## src/rtl/ygbd_pkg.sv

```systemverilog
// shared constants, types and slot decoding for the grid box decoder
`default_nettype none

package ygbd_pkg;

   // detector geometry
   localparam int GRID_SIZE      = 7;
   localparam int BOXES_PER_CELL = 2;
   localparam int CLASS_COUNT    = 20;
   localparam int BOX_FIELDS     = 5;

   // field widths
   localparam int ROW_W     = 3;
   localparam int SLOT_W    = 5;
   localparam int VAL_W     = 16;
   localparam int CLASS_W   = 5;
   localparam int THR_W     = 16;
   localparam int FRAME_W   = 13;
   localparam int FRAC_BITS = 12;
   localparam int BOX_W     = (BOXES_PER_CELL > 1) ? $clog2(BOXES_PER_CELL) : 1;

   // stream widths
   localparam int REQ_DATA_W = 32;
   localparam int RSP_DATA_W = 96;
   localparam int CSR_IDX_W  = 2;
   localparam int CSR_DATA_W = 16;

   // datapath widths
   localparam int MUL_W  = 22;             // shared multiplier operand width
   localparam int PROD_W = 2 * MUL_W;
   localparam int BASE_W = VAL_W + 1;      // cell position plus offset
   localparam int SPAN_W = 20;             // 2*(p*4096+o) +/- grid*size
   localparam int NUM_W  = SPAN_W + FRAME_W + 1;
   localparam int DEN_SHIFT = FRAC_BITS + 1;   // power-of-two part of 2*grid*4096
   localparam int M_W    = 19;             // magnitude after the power-of-two shift
   localparam int QUO_W  = 16;
   localparam int RECIP_SHIFT = 23;
   localparam int RECIP  = (2 ** RECIP_SHIFT + GRID_SIZE - 1) / GRID_SIZE;

   // box field positions inside a box's group of slots
   localparam int OFS_CONF = 0;
   localparam int OFS_X    = 1;
   localparam int OFS_Y    = 2;
   localparam int OFS_W    = 3;
   localparam int OFS_H    = 4;

   typedef enum logic [CSR_IDX_W-1:0] {
      CSR_THRESHOLD    = 2'd0,
      CSR_FRAME_WIDTH  = 2'd1,
      CSR_FRAME_HEIGHT = 2'd2
   } csr_index_type;

   typedef enum logic [2:0] {
      FLD_CLASS,
      FLD_CONF,
      FLD_X,
      FLD_Y,
      FLD_W,
      FLD_H,
      FLD_NONE
   } field_type;

   typedef logic [SLOT_W:0] slot_ext_type;

   typedef struct packed {
      field_type        field;
      logic [BOX_W-1:0] box;
   } slot_info_type;

   typedef struct packed {
      logic [CLASS_W-1:0]      best_class;
      logic signed [VAL_W-1:0] best_score;
      logic signed [VAL_W-1:0] conf;
      logic signed [VAL_W-1:0] x_off;
      logic signed [VAL_W-1:0] y_off;
      logic signed [VAL_W-1:0] width;
   } box_state_type;

   // which field of which box a slot carries
   function automatic slot_info_type decode_slot(input logic [SLOT_W-1:0] slot);
      slot_info_type info;
      slot_ext_type  rel;
      slot_ext_type  lo;
      logic [2:0]    k;
      info.field = FLD_NONE;
      info.box   = '0;
      rel        = {1'b0, slot} - slot_ext_type'(CLASS_COUNT);
      k          = '0;
      if ({1'b0, slot} < slot_ext_type'(CLASS_COUNT)) begin
         info.field = FLD_CLASS;
      end else begin
         for (int b = 0; b < BOXES_PER_CELL; b++) begin
            lo = slot_ext_type'(BOX_FIELDS * b);
            if (rel >= lo && rel < lo + slot_ext_type'(BOX_FIELDS)) begin
               info.box = BOX_W'(b);
               k        = 3'(rel - lo);
               case (k)
                  3'(OFS_CONF): info.field = FLD_CONF;
                  3'(OFS_X):    info.field = FLD_X;
                  3'(OFS_Y):    info.field = FLD_Y;
                  3'(OFS_W):    info.field = FLD_W;
                  3'(OFS_H):    info.field = FLD_H;
                  default:      info.field = FLD_NONE;
               endcase
            end
         end
      end
      return info;
   endfunction

endpackage

`default_nettype wire

```

## src/rtl/ygbd_mul.sv

```systemverilog
// shared signed multiplier with registered product
`default_nettype none

module ygbd_mul (
   input  wire logic                                  clock,
   input  wire logic signed [ygbd_pkg::MUL_W-1:0]     op_a,
   input  wire logic signed [ygbd_pkg::MUL_W-1:0]     op_b,
   output logic signed [ygbd_pkg::PROD_W-1:0]         product
);
   import ygbd_pkg::*;

   logic signed [PROD_W-1:0] product_ff;
   logic signed [PROD_W-1:0] product_in;

   assign product_in = op_a * op_b;

   always_ff @(posedge clock) begin
      product_ff <= product_in;
   end

   assign product = product_ff;

endmodule

`default_nettype wire

```

## src/rtl/ygbd_track.sv

```systemverilog
// running class argmax and current box fields of a cell
`default_nettype none

module ygbd_track (
   input  wire logic                                 clock,
   input  wire logic                                 reset,
   input  wire logic                                 update,
   input  wire logic [ygbd_pkg::SLOT_W-1:0]          slot,
   input  wire logic signed [ygbd_pkg::VAL_W-1:0]    value,
   output ygbd_pkg::box_state_type                   box_state
);
   import ygbd_pkg::*;

   box_state_type state_ff;
   box_state_type state_in;
   slot_info_type info;

   always_comb begin
      info     = decode_slot(slot);
      state_in = state_ff;
      if (update) begin
         case (info.field)
            FLD_CLASS: begin
               // first class slot restarts the argmax, ties keep the earlier class
               if (slot == '0 || value > state_ff.best_score) begin
                  state_in.best_class = CLASS_W'(slot);
                  state_in.best_score = value;
               end
            end
            FLD_CONF: state_in.conf  = value;
            FLD_X:    state_in.x_off = value;
            FLD_Y:    state_in.y_off = value;
            FLD_W:    state_in.width = value;
            default:  state_in = state_ff;
         endcase
      end
   end

   always_ff @(posedge clock) begin
      if (reset) begin
         state_ff.best_class <= '0;
         state_ff.best_score <= {1'b1, {(VAL_W-1){1'b0}}};
         state_ff.conf       <= '0;
         state_ff.x_off      <= '0;
         state_ff.y_off      <= '0;
         state_ff.width      <= '0;
      end else begin
         state_ff <= state_in;
      end
   end

   assign box_state = state_ff;

endmodule

`default_nettype wire

```

## src/rtl/yolo_grid_box_decoder.sv

```systemverilog
// grid box decoder top level: sequencer, corner datapath and stream ports
//
// usage
//   req_ carries one prediction value of a grid cell per item, tagged with its
//   row, column and slot. class slots update a running argmax, box slots load
//   conf, x, y and w. these do not stall the input: req_tready stays high.
//   an item on a box's h slot starts the decode: score = conf * best class
//   score through the shared multiplier, compared with score_threshold. a box
//   that fails holds req_tready low through S_SCORE_MUL and S_SCORE_CHK and gives
//   nothing. a box that passes gets its four corners, each as four steps around
//   the shared multiplier (numerator, magnitude, reciprocal multiply by 1/grid,
//   saturate), then S_OUT loads the result; req_tready stays low from the edge
//   that took the h item until that load, and rsp_tvalid rises with it.
//   rsp_ is a single output register: while it holds an item the block still
//   takes class and box items; a finished box waits until the register is free
//   or rsp_tready is high before it is loaded, holding req_tready low.
//   csr_ writes the threshold and frame sizes; the user writes them only while
//   the block is idle, which the block itself does not enforce.
//   reset (synchronous) clears the argmax, the box fields, the sequencer and
//   rsp_tvalid, and loads threshold 614 and a 448 x 448 frame.
`default_nettype none

module yolo_grid_box_decoder (
   input  wire logic                                 clock,
   input  wire logic                                 reset,
   // config write port
   input  wire logic                                 csr_we,
   input  wire logic [ygbd_pkg::CSR_IDX_W-1:0]       csr_index,
   input  wire logic [ygbd_pkg::CSR_DATA_W-1:0]      csr_wdata,
   // input items
   input  wire logic                                 req_tvalid,
   output logic                                      req_tready,
   // cell_row[2:0], cell_col[5:3], slot[10:6], value[26:11], zero[31:27]
   input  wire logic [ygbd_pkg::REQ_DATA_W-1:0]      req_tdata,
   // result items
   output logic                                      rsp_tvalid,
   input  wire logic                                 rsp_tready,
   // out_row[2:0], out_col[5:3], box_index[6], label[11:7], score[27:12],
   // x_left[43:28], y_top[59:44], x_right[75:60], y_bottom[91:76], zero[95:92]
   output logic [ygbd_pkg::RSP_DATA_W-1:0]           rsp_tdata
);
   import ygbd_pkg::*;

   typedef enum logic [7:0] {
      S_IDLE      = 8'b0000_0001,
      S_SCORE_MUL = 8'b0000_0010,
      S_SCORE_CHK = 8'b0000_0100,
      S_NUM_MUL   = 8'b0000_1000,
      S_ABS       = 8'b0001_0000,
      S_DIV_MUL   = 8'b0010_0000,
      S_SAVE      = 8'b0100_0000,
      S_OUT       = 8'b1000_0000
   } state_type;

   // request fields
   logic [ROW_W-1:0]        req_row;
   logic [ROW_W-1:0]        req_col;
   logic [SLOT_W-1:0]       req_slot;
   logic signed [VAL_W-1:0] req_value;
   logic                    req_accept;
   slot_info_type           req_info;

   assign req_row    = req_tdata[2:0];
   assign req_col    = req_tdata[5:3];
   assign req_slot   = req_tdata[10:6];
   assign req_value  = req_tdata[26:11];
   assign req_accept = req_tvalid && req_tready;
   assign req_info   = decode_slot(req_slot);

   // control registers
   state_type          state_ff,  state_in;
   logic [1:0]         corner_ff, corner_in;
   logic               rsp_valid_ff, rsp_valid_in;
   logic [THR_W-1:0]   thr_ff, thr_in;
   logic [FRAME_W-1:0] fw_ff,  fw_in;
   logic [FRAME_W-1:0] fh_ff,  fh_in;

   // payload registers
   logic [ROW_W-1:0]        row_ff, row_in;
   logic [ROW_W-1:0]        col_ff, col_in;
   logic [BOX_W-1:0]        box_ff, box_in;
   logic signed [VAL_W-1:0] h_ff, h_in;
   logic                    neg_ff, neg_in;
   logic [M_W-1:0]          m_ff, m_in;
   logic [VAL_W-1:0]        score_ff, score_in;
   logic [VAL_W-1:0]        corner_val_ff [4];
   logic [VAL_W-1:0]        corner_val_in [4];
   logic [RSP_DATA_W-1:0]   rsp_data_ff, rsp_data_in;

   // shared multiplier
   logic signed [MUL_W-1:0]  op_a;
   logic signed [MUL_W-1:0]  op_b;
   logic signed [PROD_W-1:0] product;

   box_state_type box_state;

   // datapath nets
   logic                     score_pass;
   logic [ROW_W-1:0]         pos;
   logic signed [VAL_W-1:0]  offs;
   logic signed [VAL_W-1:0]  size;
   logic [FRAME_W-1:0]       frame_sel;
   logic signed [BASE_W-1:0] base;
   logic signed [SPAN_W-1:0] twice;
   logic signed [SPAN_W-1:0] size_ext;
   logic signed [SPAN_W-1:0] size_grid;
   logic signed [SPAN_W-1:0] span;
   logic [NUM_W-1:0]         num;
   logic [NUM_W-1:0]         mag;
   logic [QUO_W-1:0]         quo;
   logic [VAL_W-1:0]         corner_sat;
   logic                     out_free;

   ygbd_track u_track (
      .clock     (clock),
      .reset     (reset),
      .update    (req_accept),
      .slot      (req_slot),
      .value     (req_value),
      .box_state (box_state)
   );

   ygbd_mul u_mul (
      .clock   (clock),
      .op_a    (op_a),
      .op_b    (op_b),
      .product (product)
   );

   // corner geometry: bit 0 of the corner count picks the axis, bit 1 the sign
   always_comb begin
      pos       = corner_ff[0] ? row_ff : col_ff;
      offs      = corner_ff[0] ? box_state.y_off : box_state.x_off;
      size      = corner_ff[0] ? h_ff : box_state.width;
      frame_sel = corner_ff[0] ? fh_ff : fw_ff;
      base      = $signed({2'b00, pos, {FRAC_BITS{1'b0}}}) + $signed({offs[VAL_W-1], offs});
      twice     = {{(SPAN_W-BASE_W-1){base[BASE_W-1]}}, base, 1'b0};
      size_ext  = {{(SPAN_W-VAL_W){size[VAL_W-1]}}, size};
      size_grid = size_ext * SPAN_W'(GRID_SIZE);
      span      = corner_ff[1] ? twice + size_grid : twice - size_grid;
   end

   // operand select for the shared multiplier
   always_comb begin
      op_a = '0;
      op_b = '0;
      case (state_ff)
         S_SCORE_MUL: begin
            op_a = {{(MUL_W-VAL_W){box_state.conf[VAL_W-1]}}, box_state.conf};
            op_b = {{(MUL_W-VAL_W){box_state.best_score[VAL_W-1]}}, box_state.best_score};
         end
         S_NUM_MUL: begin
            op_a = {{(MUL_W-SPAN_W){span[SPAN_W-1]}}, span};
            op_b = {{(MUL_W-FRAME_W){1'b0}}, frame_sel};
         end
         S_DIV_MUL: begin
            op_a = {{(MUL_W-M_W){1'b0}}, m_ff};
            op_b = MUL_W'(RECIP);
         end
         default: begin
            op_a = '0;
            op_b = '0;
         end
      endcase
   end

   // score test and result shaping
   always_comb begin
      score_pass = product >= $signed({{(PROD_W-THR_W-FRAC_BITS){1'b0}}, thr_ff,
                                       {FRAC_BITS{1'b0}}});
      num = product[NUM_W-1:0];
      mag = num[NUM_W-1] ? (~num + NUM_W'(1)) : num;
      quo = product[RECIP_SHIFT +: QUO_W];
      // truncate toward zero: floor of the magnitude, then the sign back on
      if (!neg_ff) begin
         corner_sat = quo[QUO_W-1] ? {1'b0, {(VAL_W-1){1'b1}}} : quo;
      end else begin
         corner_sat = (quo > {1'b1, {(QUO_W-1){1'b0}}}) ? {1'b1, {(VAL_W-1){1'b0}}}
                                                       : (~quo + QUO_W'(1));
      end
   end

   assign out_free = !rsp_valid_ff || rsp_tready;

   // sequencer and register next values
   always_comb begin
      state_in      = state_ff;
      corner_in     = corner_ff;
      rsp_valid_in  = rsp_valid_ff;
      thr_in        = thr_ff;
      fw_in         = fw_ff;
      fh_in         = fh_ff;
      row_in        = row_ff;
      col_in        = col_ff;
      box_in        = box_ff;
      h_in          = h_ff;
      neg_in        = neg_ff;
      m_in          = m_ff;
      score_in      = score_ff;
      corner_val_in = corner_val_ff;
      rsp_data_in   = rsp_data_ff;

      if (rsp_valid_ff && rsp_tready) begin
         rsp_valid_in = 1'b0;
      end

      if (csr_we) begin
         case (csr_index)
            CSR_THRESHOLD:    thr_in = csr_wdata[THR_W-1:0];
            CSR_FRAME_WIDTH:  fw_in  = csr_wdata[FRAME_W-1:0];
            CSR_FRAME_HEIGHT: fh_in  = csr_wdata[FRAME_W-1:0];
            default:          thr_in = thr_ff;
         endcase
      end

      case (state_ff)
         S_IDLE: begin
            if (req_accept && req_info.field == FLD_H) begin
               row_in   = req_row;
               col_in   = req_col;
               box_in   = req_info.box;
               h_in     = req_value;
               state_in = S_SCORE_MUL;
            end
         end
         S_SCORE_MUL: begin
            state_in = S_SCORE_CHK;
         end
         S_SCORE_CHK: begin
            // a passing product is never negative, so only the top saturates
            if (product[PROD_W-1:FRAC_BITS+VAL_W-1] != '0) begin
               score_in = {1'b0, {(VAL_W-1){1'b1}}};
            end else begin
               score_in = product[FRAC_BITS +: VAL_W];
            end
            corner_in = '0;
            state_in  = score_pass ? S_NUM_MUL : S_IDLE;
         end
         S_NUM_MUL: begin
            state_in = S_ABS;
         end
         S_ABS: begin
            neg_in   = num[NUM_W-1];
            m_in     = mag[DEN_SHIFT +: M_W];
            state_in = S_DIV_MUL;
         end
         S_DIV_MUL: begin
            state_in = S_SAVE;
         end
         S_SAVE: begin
            corner_val_in[corner_ff] = corner_sat;
            corner_in = corner_ff + 2'd1;
            state_in  = (corner_ff == 2'd3) ? S_OUT : S_NUM_MUL;
         end
         S_OUT: begin
            if (out_free) begin
               rsp_valid_in = 1'b1;
               rsp_data_in  = {4'b0000, corner_val_ff[3], corner_val_ff[2],
                               corner_val_ff[1], corner_val_ff[0], score_ff,
                               box_state.best_class, box_ff[0], col_ff, row_ff};
               state_in     = S_IDLE;
            end
         end
         default: begin
            state_in = S_IDLE;
         end
      endcase
   end

   always_ff @(posedge clock) begin
      if (reset) begin
         state_ff     <= S_IDLE;
         corner_ff    <= '0;
         rsp_valid_ff <= 1'b0;
         thr_ff       <= THR_W'(614);
         fw_ff        <= FRAME_W'(448);
         fh_ff        <= FRAME_W'(448);
      end else begin
         state_ff     <= state_in;
         corner_ff    <= corner_in;
         rsp_valid_ff <= rsp_valid_in;
         thr_ff       <= thr_in;
         fw_ff        <= fw_in;
         fh_ff        <= fh_in;
      end
   end

   always_ff @(posedge clock) begin
      row_ff        <= row_in;
      col_ff        <= col_in;
      box_ff        <= box_in;
      h_ff          <= h_in;
      neg_ff        <= neg_in;
      m_ff          <= m_in;
      score_ff      <= score_in;
      corner_val_ff <= corner_val_in;
      rsp_data_ff   <= rsp_data_in;
   end

   assign req_tready = (state_ff == S_IDLE);
   assign rsp_tvalid = rsp_valid_ff;
   assign rsp_tdata  = rsp_data_ff;

   // a box below threshold goes straight back to idle
   a_fail_to_idle: assert property (@(posedge clock) disable iff (reset)
      (state_ff == S_SCORE_CHK && !score_pass) |=> state_ff == S_IDLE)
      else $error("failed box did not return to idle");

   // the fourth saved corner hands over to the output stage
   a_last_corner: assert property (@(posedge clock) disable iff (reset)
      (state_ff == S_SAVE && corner_ff == 2'd3) |=> state_ff == S_OUT)
      else $error("corner sequence did not end in output stage");

   // a new result only comes from the output stage
   a_load_from_out: assert property (@(posedge clock) disable iff (reset)
      $rose(rsp_valid_ff) |-> $past(state_ff == S_OUT))
      else $error("result loaded outside output stage");

   // kept boxes passed a non-negative threshold, so the score is never negative
   a_score_sign: assert property (@(posedge clock) disable iff (reset)
      rsp_valid_ff |-> !rsp_data_ff[27])
      else $error("negative score on result");

endmodule

`default_nettype wire

```

## config.mk

```make
export PLATFORM = sky130hd
export DESIGN_NAME = yolo_grid_box_decoder
export DESIGN_NICKNAME = d
export VERILOG_FILES = /design/src/rtl/ygbd_pkg.sv /design/src/rtl/ygbd_mul.sv /design/src/rtl/ygbd_track.sv /design/src/rtl/yolo_grid_box_decoder.sv
export SDC_FILE = /design/constraint.sdc
export NUM_CORES = 2
export LEC_CHECK = 0
export BUFFER_PORTS_ARGS = -buffer_cell sky130_fd_sc_hd__buf_2
export CAP_MARGIN = 20
export CORE_AREA = 4 4 272 274
export CTS_BUF_LIST = sky130_fd_sc_hd__clkbuf_4 sky130_fd_sc_hd__clkbuf_8 sky130_fd_sc_hd__clkbuf_16
export DETAILED_ROUTE_END_ITERATION = 8
export DIE_AREA = 0 0 276 278
export PLACE_DENSITY = 0.66
export SYNTH_ARGS = -nofsm -noshare
export SYNTH_HDL_FRONTEND = slang
export SYNTH_SLANG_ARGS = --single-unit
```

## constraint.sdc

```tcl
create_clock -name clock -period 42.4 [get_ports clock]
set_input_delay 8.48 -clock clock [delete_from_list [all_inputs] [get_ports clock]]
set_output_delay 8.48 -clock clock [all_outputs]
set_load 0.05 [all_outputs]
```

[Word-level counts from Yosys, hierarchy flattened]
Index checks and enable logic that the tools add are counted.
Cells by class
  add/subtract/negate cells: 8
  multiply operators: 2
  order comparisons: 10
  eq/ne operators: 26
  mux-type cells: 28
  bitwise logic cells: 3
  reductions and logical operators: 27
Operators by type and width (number)
  one-hot mux 22 bit (3 select lines): 2
  2-to-1 mux 16 bit: 5
  bitwise mux 64 bit: 1
  one-hot mux 8 bit (8 select lines): 1
  greater-or-equal comparator 44 x 29 -> 1 bit: 1
  multiplier 22 x 22 -> 44 bit: 1
  adder 32 x 1 -> 32 bit (second input constant): 1
  demux 16 bit (select 2 bit): 1
  2-to-1 mux 32 bit: 1
  NOT 32 bit: 1
  one-hot mux 3 bit (5 select lines): 2
  2-to-1 mux 8 bit: 3
  adder 18 x 20 -> 20 bit: 1
  multiplier 16 x 4 -> 20 bit (second input constant): 1
  2-to-1 mux 20 bit: 1
  AND reduction 2 bit: 10
  subtractor 18 x 20 -> 20 bit: 1
  == test 3 x 2 -> 1 bit (second input constant): 6
  adder 16 x 16 -> 17 bit: 1
  nonzero test 17 bit: 1
  adder 16 x 1 -> 16 bit (second input constant): 1
  > comparator 16 bit: 1
  > comparator 16 bit (second input constant): 1
  NOT 16 bit: 1
  39 further kinds: 58
Storage, ports and cells
  register bits after elaboration: 397
  bits of input ports: 55
  output and inout port bits: 98
  logic and storage cells: 129

[Longest topological paths before layout]
  depth after elaboration: 10
  depth in mapped cells: 56
  depth with buffers taken out: 51

[Modules after synthesis]
From an unflattened synthesis, not the netlist that was laid out.
Unflattened totals
  cells, all modules: 3766
  area, all modules: 37372.1 µm²
Modules (own cells, without submodules)
  ygbd_mul: times used 1, cells an instance 2080, area each 19105.8 µm², seq. area each 880.8 µm²
  yolo_grid_box_decoder: times used 1, cells an instance 1286, area each 14320.0 µm², seq. area each 7517.2 µm²
  ygbd_track: times used 1, cells an instance 400, area each 3946.3 µm², seq. area each 1701.6 µm²

[Worst setup path before layout]
OpenSTA, ideal clock, no wires.
  path type: flip-flop to flip-flop
  start point: register corner_ff[0]
  end point: register u_mul.product_ff[42] (netlist: u_mul.product[42])
  library setup time: 0.072 ns
  data arrival time: 13.286 ns
  data required time: 42.328 ns
  setup slack: 29.042 ns
  cell stages (with the launch flop): 54
  buffers on the path: 8
  clock period less this slack: 13.358 ns
  path through: dfxtp_1 -> buf_6 -> clkbuf_1 -> clkbuf_1 -> buf_1 -> mux2i_1 -> inv_1 -> ha_1 -> inv_1 -> fa_1 -> inv_1 -> ha_1 -> nor2b_1 -> o21ai_0 -> a21oi_1 -> o21ai_0 -> a21oi_1 -> a211oi_1 -> (+18 left out) -> buf_1 -> xnor2_1 -> ha_1 -> fa_1 -> fa_1 -> inv_1 -> fa_1 -> inv_1 -> ha_1 -> clkbuf_1 -> nand2_1 -> nor2_1 -> nand3_1 -> nand2_1 -> a311o_1 -> a221o_1 -> o41ai_1 -> xnor2_1
Between the ends
  cells in the longest elaborated chain, start to end: 6
  elaborated cells between the ends (all ways): 12
  classes of those cells: add/sub: 3; mul: 2; mux: 7
RTL lines
  start, declared: RTL line yolo_grid_box_decoder.sv:72  | logic [1:0] corner_ff, corner_in;
  start signal, assigned: RTL line yolo_grid_box_decoder.sv:280  | corner_ff <= corner_in;
  2-to-1 mux 16 bit, or another cell as far along: RTL line yolo_grid_box_decoder.sv:134  | size = corner_ff[0] ? h_ff : box_state.width;
  multiplier 16 x 4 -> 20 bit / adder 16 x 16 -> 17 bit (equally long branches): RTL line yolo_grid_box_decoder.sv:139, yolo_grid_box_decoder.sv:136
  subtractor 18 x 20 -> 20 bit / adder 18 x 20 -> 20 bit (equally long branches): RTL line yolo_grid_box_decoder.sv:140  | span = corner_ff[1] ? twice + size_grid : twice - size_grid;
  2-to-1 mux 20 bit: RTL line yolo_grid_box_decoder.sv:140
  one-hot mux 22 bit (3 select lines): RTL line yolo_grid_box_decoder.sv:147  | case (state_ff)
  multiplier 22 x 22 -> 44 bit *: RTL line ygbd_mul.sv:15  | assign product_in = op_a * op_b;
  via u_mul.product_in[42]: RTL line ygbd_mul.sv:13  | logic signed [PROD_W-1:0] product_in;
  end signal, assigned: RTL line ygbd_mul.sv:18  | product_ff <= product_in;
  end, declared: RTL line ygbd_mul.sv:12  | logic signed [PROD_W-1:0] product_ff;
Mark *: on every way through the listed nets, which the timed path passes. The rest lies on a longest branch.
A chain may end at the register's enable or synchronous reset.

[Worst setup path in the final report]
  start point: register corner_ff[0]
  end point: register u_mul.product_ff[43] (netlist: u_mul.product[43])
Same word-level chain as after synthesis.

==> summary.txt <==
Run status
  • Status: finished, final reports clean

Clock tree
  • Clock sink count: 397
  • Reg clk slew, reported paths: 0.06 ns
  • Setup Fix Bufs, Post-CTS: 0
  • CTS buffer count: 43
  • Buffers from clock root to sink, at most: 3
  • CTS tree: yes
  • Clock Latency Late Sink: 0.60 ns
  • Cts hold-fix bufs: 0
  • H-tree depth: 2
  • CTS resizes: 0
  • Clock Tree Root: clkbuf_16

Flow run
  • Max-Cap Viols: 0

Final layout
  • Layout cell share with drive strength beyond 1: 8.87%
  • Filler instances: 6,452
  • Area Growth Syn to Fin: 9.36%
  • Post-route insts no fill: 4,681
  • Final-stage net count: 4,487

STA
  • Min Tclk post-route: 13.81 ns
  • Max Slew Vio Count: 0
  • Max-slew headroom: 21.8%
  • Least-Margin Pin Slew: 1.17 ns
  • Fin crit share: 32.6%
  • Final hold violation count: 0
  • Hold WS: 0.408 ns
  • Finish-stage setup viols: 0
  • Worst clock skew: 0.0288 ns
  • RSZ-0062 raised after global routing: false
  • Final WS setup: 28.59 ns
  • Setup TNS: 0 ns
  • Fmax: 72.4 MHz

Yosys
  • FFs w/ async S/R, synth: 0%
  • Yosys top cell area share: 26.9%
  • Netlist cell types: 81
  • Mapped Avg Cell Area: 9.91 um^2
  • Most frequent cell after synthesis: inv_1
  • Synthesized cell area: 35,500 um^2
  • Post-synth EDFFs: 215
  • Sequential-to-total area share from yosys stat: 28.5%
  • Commonest cells post-synth: 693 x inv_1, 477 x fa_1, 343 x nand2_1, 340 x nor2_1, 258 x ha_1
  • Synth warnings: 0
  • Main synth FF type: edfxtp_1
  • Synthesized flop and latch total: 397
  • Cells after synthesis: 3,577
  • Area contributors post-synth: fa_1 27%, edfxtp_1 18%, dfxtp_1 10%
  • Yosys top cell by area: fa_1

Drt
  • Routed vias: 25,100
  • DRC Markers: 0
  • Starting DRC count in detailed routing: 1,777
  • Detailed Route WL: 90.8 mm
  • Drt pass-1 iters: 5
  • Post-route ant nets: 0
  • DR vias/cell: 5.36
  • Routed len/inst: 19.4 um

Worst setup path
  • CP startpoint kind: register
  • CP max FO: 18
  • Worst setup EP type: register
  • Worst EP required: 42.86 ns
  • Crit-path slowest cell: fa_1
  • Cell repeated most along the worst path: fa_1
  • CP peak stage delay: 0.86 ns
  • Worst Reg-to-Reg Cells: 47
  • WP data arrival: 14.28 ns
  • WS Path Type: reg -> reg

Placement
  • Placed cell count: 4,599
  • Final HPWL DP: 70.5 mm
  • Pre-CTS setup slack: 28.72 ns
  • Placer Congestion: 0.916
  • IO buf count: 143

Floorplanning
  • Die width: 276 um
  • Die H: 278 um
  • FP Rows: 98
  • Core Region: 71,400 um^2
  • IO Pins: 153
  • Total die area: 76,700 um^2
  • Initial Util: 49.7%

Global route
  • Largest net degree at the start of global routing: 93
  • Initial antenna violation count: 0
  • Routing usage on met2: 39.4%
  • Total grt overflow: 0
  • GR Util met3: 4.75%
  • First-pass GRT wire length: 146 mm
  • GRT Overall Usage: 24.0%
  • Top Usage Layer GRT: met2
  • Fraction of met1 tracks used by global routing: 32.6%
  • Vias in the first global route: 26,100

Pwr
  • Max IR drop VDD: 0.0000358 V
  • Tot Pwr: 0.000871 W
  • Cell leakage power: 17.7 nW
  • PD cells: 22.5 nW/um^2

Worst hold path
  • Cells on Worst Hold Path: 0
  • Min-delay worst type: reg -> reg
per-layer routing:
metal	wire length (um)	up-vias
met5	0	-
met4	2950	0
met3	6960	147
met2	42300	817
met1	38600	12500
li1	-	11700
power breakdown:
part	internal [W]	leakage [nW]	switching, W
clock network	0.000213	0.694	0.000165
logic	0.0000335	13.8	0.0000522
registers	0.000406	3.22	0.00000221
registers in the layout, indices dropped and copies added, names as in the netlist:
register and count:
rsp_tdata 92, u_track.box_state 85, corner_val_ff 64, u_mul.product 44
m_ff 19, h_ff 16, score_ff 16, thr_ff 16
fh_ff 13, fw_ff 13, state_ff 8, col_ff 3
row_ff 3, corner_ff 2, box_ff 1, neg_ff 1
rsp_tvalid 1
worst max-delay path: cells and delay by family, from the launching register on:
kind / cells / cell delay (ns)
simple gates: 4 / 0.70
flops: 1 / 0.63
xor+xnor: 3 / 0.66
buf+inv: 6 / 0.66
compound gates: 20 / 4.68
mux: 1 / 0.62
fa+ha+maj: 13 / 5.69
cells by family (layout without fill, tap and decap cells):
logic type      count (synthesis)  in the layout  synth area share, %
compound gates                443            443                 8.25
xor+xnor                      111            111                 2.78
fa+ha+maj                     735            735                 36.0
buf+inv                       823            972                 8.81
flops                         397            397                 28.5
mux                           139            139                 4.03
other cells                     1              6               0.0106
simple gates                  928            928                 11.6
final timing paths:
kind | endpoint | start | slack [ns]
max | u_mul.product[43] | corner_ff[0] | 28.59
min | rsp_tdata[26] | score_ff[14] | 0.41
max reg2reg | u_mul.product[43] | corner_ff[0] | 28.59
min reg2reg | rsp_tdata[26] | score_ff[14] | 0.41
through the flow:
step                      util, %  cell area (um^2)
final                        54.3             38800
after global routing         54.3             38800
after CTS                    54.3             38700
after detailed placement     52.3             37300
after global placement       52.3             37300
after floorplan                 -             35500
layout make-up:
cell class	instances	area, um^2	area share, %
antenna	1	2.50	0.00645
clock buffer	60	1230	3.19
clock inverter	18	183	0.471
inverter	695	2610	6.73
multi-input combinational	2361	22300	57.5
sequential	397	10100	26.1
tap	950	1190	3.07
timing repair buffer	199	1160	2.99
layout by cell type, fill, tap and decap left out, types with 11 or more instances in the layout:
master     instances
inv_1            693
fa_1             477
nand2_1          343
nor2_1           339
ha_1             258
edfxtp_1         215
dfxtp_1          181
buf_2            142
a21oi_1          120
mux2i_1          115
o21ai_0           84
xnor2_1           84
buf_4             54
a21o_1            48
clkbuf_16         43
and2_1            38
o21a_1            35
nand3_1           32
or3_1             28
nor2b_1           28
nand2b_1          26
xor2_1            26
mux2_2            22
a211oi_1          16
nor3_1            16
nor4_1            14
a31oi_1           12
o21bai_1          12
clkbuf_4          12
nand3b_1          11
a221o_1           11
No activity file was read; power rests on OpenSTA's default activity.
